$ cat src/rtl/epr_pkg.sv
// shared types and constants of the four-channel echo ranger
`default_nettype none

package epr_pkg;

    // register map: scale factors first, then limits
    localparam int REG_COUNT  = 8;
    localparam int LIMIT_BASE = 4;
    localparam int ADDR_W     = 5;
    localparam int DATA_W     = 32;

    // channel, scale and limit part of a queue entry (ticks come on top)
    localparam int ENTRY_FIXED_W = 2 + 16 + 16;

    localparam logic [15:0] SCALE_RESET [8] = '{
        16'd17826, 16'd16935, 16'd17337, 16'd9100, 16'd0, 16'd0, 16'd0, 16'd0
    };
    localparam logic [15:0] LIMIT_RESET [8] = '{
        16'd800, 16'd800, 16'd800, 16'd1920, 16'd0, 16'd0, 16'd0, 16'd0
    };

    typedef struct packed {
        logic [1:0]  channel_index;
        logic [15:0] capture_value;
    } item_t;

    typedef struct packed {
        logic [1:0]  result_channel;
        logic [15:0] pulse_ticks;
        logic [15:0] measured_distance;
        logic        in_range;
        logic [15:0] held_distance;
    } result_t;

endpackage

`default_nettype wire

$ cat src/rtl/echo_pulse_ranger_4ch_unit.sv
// top level of the four-channel ultrasonic echo ranger
// usage:
//   item channel: capture events (channel_index, capture_value), one transfer
//   when item_valid is high and item_stall low; each channel alternates
//   between a rising and a falling edge event
//   result channel: one transfer per falling edge carrying pulse width,
//   scaled distance, in-range flag and the channel's held distance
//   rising edges and channels beyond NUM_CHANNELS produce no result
//   path: a taken falling edge is written into the queue, and the back end
//   registers the multiply and compare into the output register when it
//   pops the entry
//   throughput: one item per cycle while item_stall is low, set by the
//   single multiplier in the back end and same-time queue push and pop
//   stall: the output register holds while result_stall is high; the
//   two-entry queue absorbs work until it is full, then item_stall rises
//   reset: all channels await a rising edge, held distances are zero, scale
//   and limit registers take their default values
//   configuration: apb writes at byte address 4*i, scale_ch0..3 then
//   limit_ch0..3; user writes only with no transfer in flight, unenforced
`default_nettype none

module echo_pulse_ranger_4ch_unit #(
    parameter int NUM_CHANNELS = 4,
    parameter int TIMER_BITS   = 16
) (
    input  wire logic                         clk,
    input  wire logic                         rst_n,
    // capture events
    input  wire logic                         item_valid,
    output logic                              item_stall,
    input  wire epr_pkg::item_t               item,
    // results
    output logic                              result_valid,
    input  wire logic                         result_stall,
    output epr_pkg::result_t                  result,
    // register port
    input  wire logic                         psel,
    input  wire logic                         penable,
    input  wire logic                         pwrite,
    input  wire logic [epr_pkg::ADDR_W-1:0]   paddr,
    input  wire logic [epr_pkg::DATA_W-1:0]   pwdata,
    output logic [epr_pkg::DATA_W-1:0]        prdata,
    output logic                              pready
);

    localparam int CH_W    = (NUM_CHANNELS > 1) ? $clog2(NUM_CHANNELS) : 1;
    localparam int ENTRY_W = epr_pkg::ENTRY_FIXED_W + TIMER_BITS;

    // configuration registers
    logic [15:0] scale_reg [NUM_CHANNELS];
    logic [15:0] limit_reg [NUM_CHANNELS];

    logic [2:0]      reg_idx;
    logic [1:0]      reg_ch;
    logic            reg_ch_ok;
    logic [CH_W-1:0] reg_sel;
    logic            reg_is_limit;
    logic            cfg_write;

    // front to back queue
    logic               item_take;
    logic               q_push;
    logic [ENTRY_W-1:0] q_push_data;
    logic               q_pop;
    logic               q_head_valid;
    logic [ENTRY_W-1:0] q_head_data;
    logic               q_full;

    assign pready       = 1'b1;
    assign reg_idx      = paddr[4:2];
    assign reg_ch       = reg_idx[1:0];
    assign reg_ch_ok    = 32'(reg_ch) < NUM_CHANNELS;
    assign reg_sel      = CH_W'(reg_ch);
    assign reg_is_limit = 32'(reg_idx) >= epr_pkg::LIMIT_BASE;
    assign cfg_write    = psel && penable && pwrite && pready;

    // register read-back, unimplemented channels read as zero
    always_comb
    begin
        prdata = '0;
        if (reg_ch_ok)
        begin
            prdata = reg_is_limit ? {16'd0, limit_reg[reg_sel]}
                                  : {16'd0, scale_reg[reg_sel]};
        end
    end

    always_ff @(posedge clk or negedge rst_n)
    begin
        if (!rst_n)
        begin
            for (int c = 0; c < NUM_CHANNELS; c++)
            begin
                scale_reg[c] <= epr_pkg::SCALE_RESET[3'(c)];
                limit_reg[c] <= epr_pkg::LIMIT_RESET[3'(c)];
            end
        end
        else if (cfg_write && reg_ch_ok)
        begin
            if (reg_is_limit)
            begin
                limit_reg[reg_sel] <= pwdata[15:0];
            end
            else
            begin
                scale_reg[reg_sel] <= pwdata[15:0];
            end
        end
    end

    // stall whole items while the queue has no room
    assign item_stall = q_full;
    assign item_take  = item_valid && !item_stall;

    epr_front #(
        .NUM_CHANNELS (NUM_CHANNELS),
        .TIMER_BITS   (TIMER_BITS),
        .ENTRY_W      (ENTRY_W)
    ) u_front (
        .clk    (clk),
        .rst_n  (rst_n),
        .accept (item_take),
        .item   (item),
        .scale  (scale_reg),
        .limit  (limit_reg),
        .push   (q_push),
        .entry  (q_push_data)
    );

    epr_queue #(
        .WIDTH (ENTRY_W)
    ) u_queue (
        .clk        (clk),
        .rst_n      (rst_n),
        .push       (q_push),
        .push_data  (q_push_data),
        .pop        (q_pop),
        .head_valid (q_head_valid),
        .head_data  (q_head_data),
        .full       (q_full)
    );

    epr_back #(
        .NUM_CHANNELS (NUM_CHANNELS),
        .TIMER_BITS   (TIMER_BITS),
        .ENTRY_W      (ENTRY_W)
    ) u_back (
        .clk        (clk),
        .rst_n      (rst_n),
        .head_valid (q_head_valid),
        .head_data  (q_head_data),
        .pop        (q_pop),
        .out_valid  (result_valid),
        .out_stall  (result_stall),
        .out_data   (result)
    );

endmodule

`default_nettype wire

$ cat src/rtl/epr_front.sv
// front end: edge phase tracking, rise capture and pulse width per channel
`default_nettype none

module epr_front #(
    parameter int NUM_CHANNELS = 4,
    parameter int TIMER_BITS   = 16,
    parameter int ENTRY_W      = epr_pkg::ENTRY_FIXED_W + TIMER_BITS
) (
    input  wire logic                 clk,
    input  wire logic                 rst_n,
    input  wire logic                 accept,
    input  wire epr_pkg::item_t       item,
    input  wire logic [15:0]          scale [NUM_CHANNELS],
    input  wire logic [15:0]          limit [NUM_CHANNELS],
    output logic                      push,
    output logic [ENTRY_W-1:0]        entry
);

    localparam int CH_W = (NUM_CHANNELS > 1) ? $clog2(NUM_CHANNELS) : 1;

    logic                  phase_reg [NUM_CHANNELS];
    logic [TIMER_BITS-1:0] rise_reg  [NUM_CHANNELS];

    logic                  ch_ok;
    logic [CH_W-1:0]       ch_sel;
    logic [TIMER_BITS-1:0] cap_t;
    logic [TIMER_BITS-1:0] ticks;

    assign ch_ok  = 32'(item.channel_index) < NUM_CHANNELS;
    assign ch_sel = CH_W'(item.channel_index);
    assign cap_t  = TIMER_BITS'(item.capture_value);
    assign ticks  = cap_t - rise_reg[ch_sel];

    // falling edge of a known channel goes to the queue
    assign push  = accept && ch_ok && phase_reg[ch_sel];
    assign entry = {item.channel_index, scale[ch_sel], limit[ch_sel], ticks};

    always_ff @(posedge clk or negedge rst_n)
    begin
        if (!rst_n)
        begin
            for (int c = 0; c < NUM_CHANNELS; c++)
            begin
                phase_reg[c] <= 1'b0;
            end
        end
        else if (accept && ch_ok)
        begin
            phase_reg[ch_sel] <= !phase_reg[ch_sel];
        end
    end

    always_ff @(posedge clk)
    begin
        if (accept && ch_ok && !phase_reg[ch_sel])
        begin
            rise_reg[ch_sel] <= cap_t;
        end
    end

endmodule

`default_nettype wire

$ cat src/rtl/epr_queue.sv
// two-entry queue between front and back end
`default_nettype none

module epr_queue #(
    parameter int WIDTH = 50
) (
    input  wire logic             clk,
    input  wire logic             rst_n,
    input  wire logic             push,
    input  wire logic [WIDTH-1:0] push_data,
    input  wire logic             pop,
    output logic                  head_valid,
    output logic [WIDTH-1:0]      head_data,
    output logic                  full
);

    logic [WIDTH-1:0] slot_reg [2];
    logic             wr_ptr_reg;
    logic             rd_ptr_reg;
    logic [1:0]       count_reg;
    logic [1:0]       count_next;

    assign head_valid = count_reg != 2'd0;
    assign head_data  = slot_reg[rd_ptr_reg];
    assign full       = count_reg == 2'd2;

    always_comb
    begin
        count_next = count_reg;
        if (push && !(pop && head_valid))
        begin
            count_next = count_reg + 2'd1;
        end
        else if (!push && pop && head_valid)
        begin
            count_next = count_reg - 2'd1;
        end
    end

    always_ff @(posedge clk or negedge rst_n)
    begin
        if (!rst_n)
        begin
            wr_ptr_reg <= 1'b0;
            rd_ptr_reg <= 1'b0;
            count_reg  <= 2'd0;
        end
        else
        begin
            if (push)
            begin
                wr_ptr_reg <= !wr_ptr_reg;
            end
            if (pop && head_valid)
            begin
                rd_ptr_reg <= !rd_ptr_reg;
            end
            count_reg <= count_next;
        end
    end

    always_ff @(posedge clk)
    begin
        if (push)
        begin
            slot_reg[wr_ptr_reg] <= push_data;
        end
    end

endmodule

`default_nettype wire

$ cat src/rtl/epr_back.sv
// back end: scaling, limit check, held distance and output register
`default_nettype none

module epr_back #(
    parameter int NUM_CHANNELS = 4,
    parameter int TIMER_BITS   = 16,
    parameter int ENTRY_W      = epr_pkg::ENTRY_FIXED_W + TIMER_BITS
) (
    input  wire logic               clk,
    input  wire logic               rst_n,
    input  wire logic               head_valid,
    input  wire logic [ENTRY_W-1:0] head_data,
    output logic                    pop,
    output logic                    out_valid,
    input  wire logic               out_stall,
    output epr_pkg::result_t        out_data
);

    localparam int CH_W   = (NUM_CHANNELS > 1) ? $clog2(NUM_CHANNELS) : 1;
    localparam int PROD_W = TIMER_BITS + 16;

    logic [1:0]            e_ch;
    logic [15:0]           e_scale;
    logic [15:0]           e_limit;
    logic [TIMER_BITS-1:0] e_ticks;
    logic [CH_W-1:0]       ch_sel;
    logic [PROD_W-1:0]     product;
    logic [PROD_W-1:0]     dist_full;
    logic [15:0]           dist_sat;
    logic                  ok;

    logic [15:0]           held_reg [NUM_CHANNELS];
    logic                  valid_reg;
    epr_pkg::result_t      data_reg;

    assign {e_ch, e_scale, e_limit, e_ticks} = head_data;
    assign ch_sel    = CH_W'(e_ch);
    assign product   = PROD_W'(e_ticks) * PROD_W'(e_scale);
    assign dist_full = product >> 16;
    // saturate to 16 bits
    assign dist_sat  = (dist_full > PROD_W'(16'hFFFF)) ? 16'hFFFF : dist_full[15:0];
    assign ok        = dist_sat < e_limit;

    assign pop       = head_valid && (!valid_reg || !out_stall);
    assign out_valid = valid_reg;
    assign out_data  = data_reg;

    always_ff @(posedge clk or negedge rst_n)
    begin
        if (!rst_n)
        begin
            valid_reg <= 1'b0;
            for (int c = 0; c < NUM_CHANNELS; c++)
            begin
                held_reg[c] <= 16'd0;
            end
        end
        else
        begin
            if (pop)
            begin
                valid_reg <= 1'b1;
                if (ok)
                begin
                    held_reg[ch_sel] <= dist_sat;
                end
            end
            else if (!out_stall)
            begin
                valid_reg <= 1'b0;
            end
        end
    end

    always_ff @(posedge clk)
    begin
        if (pop)
        begin
            data_reg.result_channel    <= e_ch;
            data_reg.pulse_ticks       <= 16'(e_ticks);
            data_reg.measured_distance <= dist_sat;
            data_reg.in_range          <= ok;
            data_reg.held_distance     <= ok ? dist_sat : held_reg[ch_sel];
        end
    end

endmodule

`default_nettype wire

$ cat config.mk
export PLATFORM = sky130hd
export DESIGN_NAME = echo_pulse_ranger_4ch_unit
export DESIGN_NICKNAME = d
export VERILOG_FILES = /design/src/rtl/epr_pkg.sv /design/src/rtl/echo_pulse_ranger_4ch_unit.sv /design/src/rtl/epr_front.sv /design/src/rtl/epr_queue.sv /design/src/rtl/epr_back.sv
export SDC_FILE = /design/constraint.sdc
export NUM_CORES = 1
export LEC_CHECK = 0
export ABC_AREA = 1
export ABC_CLOCK_PERIOD_IN_PS = 11300
export BUFFER_PORTS_ARGS = -buffer_cell sky130_fd_sc_hd__buf_4
export CAP_MARGIN = 20
export CORE_MARGIN = 5
export CORE_UTILIZATION = 51
export CTS_BUF_LIST = sky130_fd_sc_hd__clkbuf_4
export DETAILED_ROUTE_END_ITERATION = 7
export GPL_ROUTABILITY_DRIVEN = 0
export GPL_TIMING_DRIVEN = 1
export PLACE_DENSITY = 0.69
export SLEW_MARGIN = 20
export SYNTH_ARGS = -nofsm -noshare
export SYNTH_HDL_FRONTEND = slang
export SYNTH_SLANG_ARGS = --single-unit
export TNS_END_PERCENT = 50
$ cat constraint.sdc
create_clock -name clk -period 11.3 [get_ports clk]
set_input_delay 2.26 -clock clk [delete_from_list [all_inputs] [get_ports clk]]
set_output_delay 2.26 -clock clk [all_outputs]
set_load 0.01 [all_outputs]
==> results.sh, run 1 <==
export IMPL_synth_flop_cell="edfxtp_1"
export IMPL_final_layout_size_suffix_gt1_share_pct=15.2
export IMPL_ys_top_cells_by_count="nand2_1 (596), inv_1 (341), edfxtp_1 (215), o21ai_0 (201), fa_1 (194)"
export IMPL_rsz0062_at_grt="false"
export IMPL_synth_area_sq_um=26300
export IMPL_syn_area_per_cell_sq_um=9.81
export IMPL_ys_seq_area_share_pct=43.9
export IMPL_path_max_fanout=33
export IMPL_worstPathArrival_ns=10.61
export IMPL_io_pins=148
export IMPL_fin_tns_setup_ns=0
export IMPL_portBuffers=112
export IMPL_setup_viol=0
export IMPL_period_share_pct=88.7
export IMPL_syn_inst=2676
export IMPL_drc=0
export IMPL_slowest_delay_ns=0.72
export IMPL_post_cts_setup_buffer_count=0
export IMPL_fin_nets=3225
export IMPL_drv_slew=0
export IMPL_cts_resized=0
export IMPL_cp_slowest_cell="dfrtp_2"
export IMPL_synth_edf_count=215
export IMPL_cts_sinks=416
export IMPL_cts_buffer_depth=3
export IMPL_die_w_microns=237
export IMPL_highest_layer="met5"
export IMPL_end_kind="flop"
export IMPL_fmax_mhz=99.7
export IMPL_die_h_microns=237
export IMPL_grt_pass1_vias=20700
export IMPL_hold_viol=0
export IMPL_dp_hpwl_microns=47300
export IMPL_h_tree_depth=3
export IMPL_grtUsageTotal_pct=24.4
export IMPL_yosys_area_top_type="edfxtp_1"
export IMPL_vias_per_cell=5.64
export IMPL_min_path_type="flop to flop"
export IMPL_ctsHoldBuffers=0
export IMPL_cts_buffers=107
export IMPL_clkTransAtPathRegs_ns=0.07
export IMPL_num_rows=83
export IMPL_hold_slack_ns=0.484
export IMPL_syn2layout_area_growth_pct=12.0
export IMPL_grt_max_degree=119
export IMPL_grt_pass1_wl_microns=110000
export IMPL_cts_tree="built"
export IMPL_ys_types=53
export IMPL_synthTopCellsByArea="edfxtp_1 (25%), dfrtp_1 (15%), fa_1 (15%), nand2_1 (8.5%), ha_1 (6.2%)"
export IMPL_synth_top_area_share_pct=24.6
export IMPL_wl_per_cell_microns=19.0
export IMPL_antenna_found_initial=4
export IMPL_wl_met1_microns=27600
export IMPL_coreArea_sq_um=51200
export IMPL_period_needed_ns=10.03
export IMPL_path_class="flop to flop"
export IMPL_fin_skew_ns=0.0803
export IMPL_wl_met3_microns=6590
export IMPL_start_util_pct=51.3
export IMPL_clk_latency_ns=0.89
export IMPL_vias=20400
export IMPL_clockRootBuffer="clkbuf_4"
export IMPL_drtIter0Drc=1688
export IMPL_grt_ovfl_total=0
export IMPL_status="complete, no violations"
export IMPL_ant_nets=0
export IMPL_worst_pin_slew_ns=1.02
export IMPL_ys_ff_latch=416
export IMPL_firstDrtPassIters=6
export IMPL_ys_warn_count=0
export IMPL_wl_met2_microns=32000
export IMPL_largest_reg_flops=100
export IMPL_maxCapViolCount=0
export IMPL_yosysMostFrequentCell="nand2_1"
export IMPL_slew_headroom_pct=32.3
export IMPL_synthArstFlopShare_pct=48.3
export IMPL_dieArea_sq_um=56100
export IMPL_startpoint_type="flop"
export IMPL_routed_wl_microns=68700
export IMPL_required_ns=11.88
## path summary, 6_finish.rpt
check                                          from                   to  slack (ns)  depth (start not counted)
worst max-delay path             u_queue.rd_ptr_reg   u_back.out_data[4]        1.27                         33
max in group asynchronous                     rst_n        scale_reg[40]        8.37                          2
worst min-delay path            u_back.held_reg[34]  u_back.held_reg[34]        0.48                          2
worst max register to register   u_queue.rd_ptr_reg   u_back.out_data[4]        1.27                         33
worst min register to register  u_back.held_reg[34]  u_back.held_reg[34]        0.48                          2
min in group asynchronous                     rst_n  u_back.held_reg[23]        1.48                          1
## logic make-up after synthesis
logic type	count (synthesis)	share of synthesized area, %
AO/OA/AOI/OAI	455	10.8
XOR/XNOR	36	1.20
adder cells (fa/ha/maj)	325	21.0
buffers and inverters	491	7.44
flip-flops	416	43.9
multiplexers	16	0.615
other	2	0.0286
AND/OR/NAND/NOR	935	14.9
## cell type report
type | count | area, sq um
timing repair buffer | 175 | 1350
inverter | 354 | 1330
multi-input combinational | 1784 | 12900
fill | 4434 | 21800
sequential | 416 | 11500
clock buffer | 157 | 1180
antenna | 2 | 5.00
clock inverter | 45 | 279
tap | 680 | 851
## per-layer routing
layer | vias to the layer above | global-route usage (%)
li1 | 9323 | -
met1 | 9964 | 32.4
met2 | 926 | 38.7
met3 | 153 | 5.90
met4 | 2 | 10.1
met5 | - | 0
## cell usage in the layout (no fill, tap or decap), types with 54 or more instances in the layout
| cell type | synthesis | layout |
|---|---|---|
| buf_4 | 18 | 171 |
| nand4_1 | 85 | 85 |
| edfxtp_1 | 215 | 215 |
| fa_1 | 194 | 194 |
| a21oi_1 | 55 | 54 |
| clkbuf_4 | 0 | 157 |
| o21ai_0 | 201 | 201 |
| inv_1 | 341 | 339 |
| nor2_1 | 172 | 163 |
| ha_1 | 131 | 131 |
| nand2_1 | 596 | 596 |
| dfrtp_1 | 162 | 161 |
## worst max-delay path: cells and delay by family, from the launching register on
kind / cells / cell delay (ns)
xor gates and xnor gates: 1 / 0.61
DFF: 1 / 0.72
buffers and inverters: 7 / 1.38
and+or+nand+nor: 10 / 1.35
adders and majority gates: 8 / 3.71
AOI/OAI and AO/OA: 7 / 1.90
## metrics by stage
| step | util, % | setup WS [ns] | area [sq um] | cells |
|---|---|---|---|---|
| global placement | 54.6 | 1.53 | 27900 | 3409 |
| finish | 57.5 | 1.27 | 29400 | 3613 |
| floorplan | - | 3.50 | 26300 | 2691 |
| global route | 57.5 | 0.663 | 29400 | 3613 |
| CTS | 57.4 | 1.30 | 29400 | 3611 |
| detailed placement | 54.6 | 1.34 | 27900 | 3409 |
Power of run 1 is left out: the tool's default activity adds up to more than one toggle a clock period on the data nets, which glitch-free logic cannot reach.
==> run 2, diff against run 1 <==
--- a/config.mk
+++ b/config.mk
@@ -8,3 +8,3 @@
 export ABC_AREA = 1
-export ABC_CLOCK_PERIOD_IN_PS = 11300
+export ABC_CLOCK_PERIOD_IN_PS = 12400
 export BUFFER_PORTS_ARGS = -buffer_cell sky130_fd_sc_hd__buf_4
==> constraint.sdc (replaced) <==
create_clock -name clk -period 12.4 [get_ports clk]
set_input_delay 3.1 -clock clk [delete_from_list [all_inputs] [get_ports clk]]
set_output_delay 3.1 -clock clk [all_outputs]
set_load 0.01 [all_outputs]
==> run 2 against run 1 <==
Sequential share of layout area is 0.20 points higher. Cell count is 0.44% lower. Core utilization decreased by 0.29 points. Via count is 0.19% lower. Clock-buffer cell count is 1 lower. Worst setup slack improved by 1.3 ns. Non-clock buffer count fell by 9. Fmax grew 2.1%. Clock skew fell by 0.011 ns. Global-route usage is 0.28 points higher. Hold slack got worse by 0.0013 ns. Largest cell class unchanged.
==> results.sh, run 2 (synthesis gave the netlist of run 1 again) <==
export IMPL_min_path_type="flop to flop"
export IMPL_final_cells=3597
export IMPL_rsz0062_at_grt="false"
export IMPL_end_kind="flop"
export IMPL_drtIter0Drc=1763
export IMPL_die_w_microns=237
export IMPL_dp_hpwl_microns=47300
export IMPL_crit_top_cell="fa_1"
export IMPL_start_util_pct=51.3
export IMPL_finalInstanceArea_sq_um=29300
export IMPL_startpoint_type="flop"
export IMPL_grt_pass1_vias=21000
export IMPL_place_area_sq_um=27900
export IMPL_wl_per_cell_microns=19.2
export IMPL_slew_headroom_pct=24.3
export IMPL_portBuffers=112
export IMPL_cp_slowest_cell="o21ai_0"
export IMPL_ctsHoldBuffers=0
export IMPL_grt_pass1_wl_microns=111000
export IMPL_cts_sinks=416
export IMPL_cts_buffers=106
export IMPL_cts_tree="built"
export IMPL_vias_per_cell=5.65
export IMPL_layout_commonest_cell="nand2_1"
export IMPL_h_tree_depth=3
export IMPL_grt_max_degree=123
export IMPL_cp_num_buf_inv=7
export IMPL_post_cts_setup_buffer_count=0
export IMPL_antenna_found_initial=4
export IMPL_clk_latency_ns=0.89
export IMPL_fin_tns_setup_ns=0
export IMPL_worst_pin_slew_ns=1.12
export IMPL_clockRootBuffer="clkbuf_4"
export IMPL_path_class="flop to flop"
export IMPL_grt_ovfl_total=0
export IMPL_fmax_mhz=102
export IMPL_setup_viol=0
export IMPL_period_needed_ns=9.82
export IMPL_cts_buffer_depth=3
export IMPL_die_h_microns=237
export IMPL_worstPathArrival_ns=10.38
export IMPL_fin_skew_ns=0.0697
export IMPL_cts_resized=0
export IMPL_cp_top_family="adder cells"
export IMPL_firstDrtPassIters=6
export IMPL_fin_nets=3215
export IMPL_required_ns=12.96
export IMPL_largest_reg_flops=100
export IMPL_path_max_fanout=97
export IMPL_dieArea_sq_um=56100
export IMPL_num_rows=83
export IMPL_hold_viol=0
export IMPL_status="complete, no violations"
export IMPL_period_share_pct=79.2
export IMPL_dpl_cell_count=3399
export IMPL_drc=0
export IMPL_grtUsageTotal_pct=24.7
export IMPL_io_pins=148
export IMPL_mostFrequentLayoutCells="nand2_1 (596), inv_1 (339), edfxtp_1 (215), o21ai_0 (201), fa_1 (194)"
export IMPL_maxCapViolCount=0
export IMPL_slowest_delay_ns=0.96
export IMPL_final_layout_size_suffix_gt1_share_pct=14.8
export IMPL_vias=20300
export IMPL_coreArea_sq_um=51200
export IMPL_clkTransAtPathRegs_ns=0.07
export IMPL_ant_nets=0
export IMPL_drv_slew=0
export IMPL_syn2layout_area_growth_pct=11.5
export IMPL_routed_wl_microns=68900
## run 2: changes by cell type in the layout (fill, tap and decap cells not counted), moves of 2 or more
cell,previous run,this run
clkinv_1,46,41
nand3_2,2,0
nand3_1,21,23
buf_4,171,162
bufinv_16,3,1
## run 2: path summary, 6_finish.rpt
| kind | endpoint | cells past startpoint | startpoint | slack [ns] |
|---|---|---|---|---|
| worst max-delay path | u_back.out_data[15] | 27 | u_queue.rd_ptr_reg | 2.58 |
| worst min-delay path | u_back.held_reg[35] | 2 | u_back.held_reg[35] | 0.48 |
| worst max register to register | u_back.out_data[15] | 27 | u_queue.rd_ptr_reg | 2.58 |
| worst min register to register | u_back.held_reg[35] | 2 | u_back.held_reg[35] | 0.48 |
| max in group asynchronous | scale_reg[40] | 2 | rst_n | 9.21 |
| min in group asynchronous | u_back.held_reg[7] | 1 | rst_n | 2.12 |
## run 2: metal layers
metal  wire [microns]  GRT usage, %  vias to the layer above
li1                 -             -                     9253
met1            27900          32.8                     9964
met2            32100          39.0                      941
met3             6550          6.59                      167
met4             2270          9.53                        4
met5               25             0                        -
## run 2: final cells by class
type / instances / area [sq um]
flip-flops and latches: 416 / 11500
clock buffers: 156 / 1170
repair buffers: 166 / 1290
clock inverters: 38 / 200
inverters: 354 / 1330
fillers: 4440 / 21900
multi-input cells: 1784 / 12900
diodes: 3 / 7.51
well taps: 680 / 851
## run 2: through the flow
step           setup slack [ns]  utilization (%)  hold WS [ns]
5_1_grt                    2.03             57.2         0.502
2_1_floorplan              4.60                -         0.449
4_1_cts                    2.77             57.1         0.483
3_3_place_gp               2.87             54.4         0.463
3_5_place_dp               2.77             54.4         0.467
6_report                   2.58             57.2         0.483
## run 2: worst register-to-register path, cell delays in order (launching register included)
cell       delay [ns]
dfrtp_2          0.40
buf_4            0.32
o21ai_0          0.97
inv_1            0.63
nand2_1          0.25
fa_1             0.42
inv_1            0.09
fa_1             0.45
fa_1             0.57
fa_1             0.43
fa_1             0.49
inv_1            0.05
fa_1             0.55
inv_1            0.07
ha_1             0.36
nand2_1          0.18
o21ai_0          0.27
inv_1            0.07
o2111ai_1        0.41
xor2_1           0.89
ha_1             0.41
a21oi_1          0.14
nor2_1           0.05
a211oi_1         0.17
nand2_1          0.14
a21oi_4          0.16
buf_12           0.35
o21ai_0          0.24
Power of run 2 is left out for the same reason.
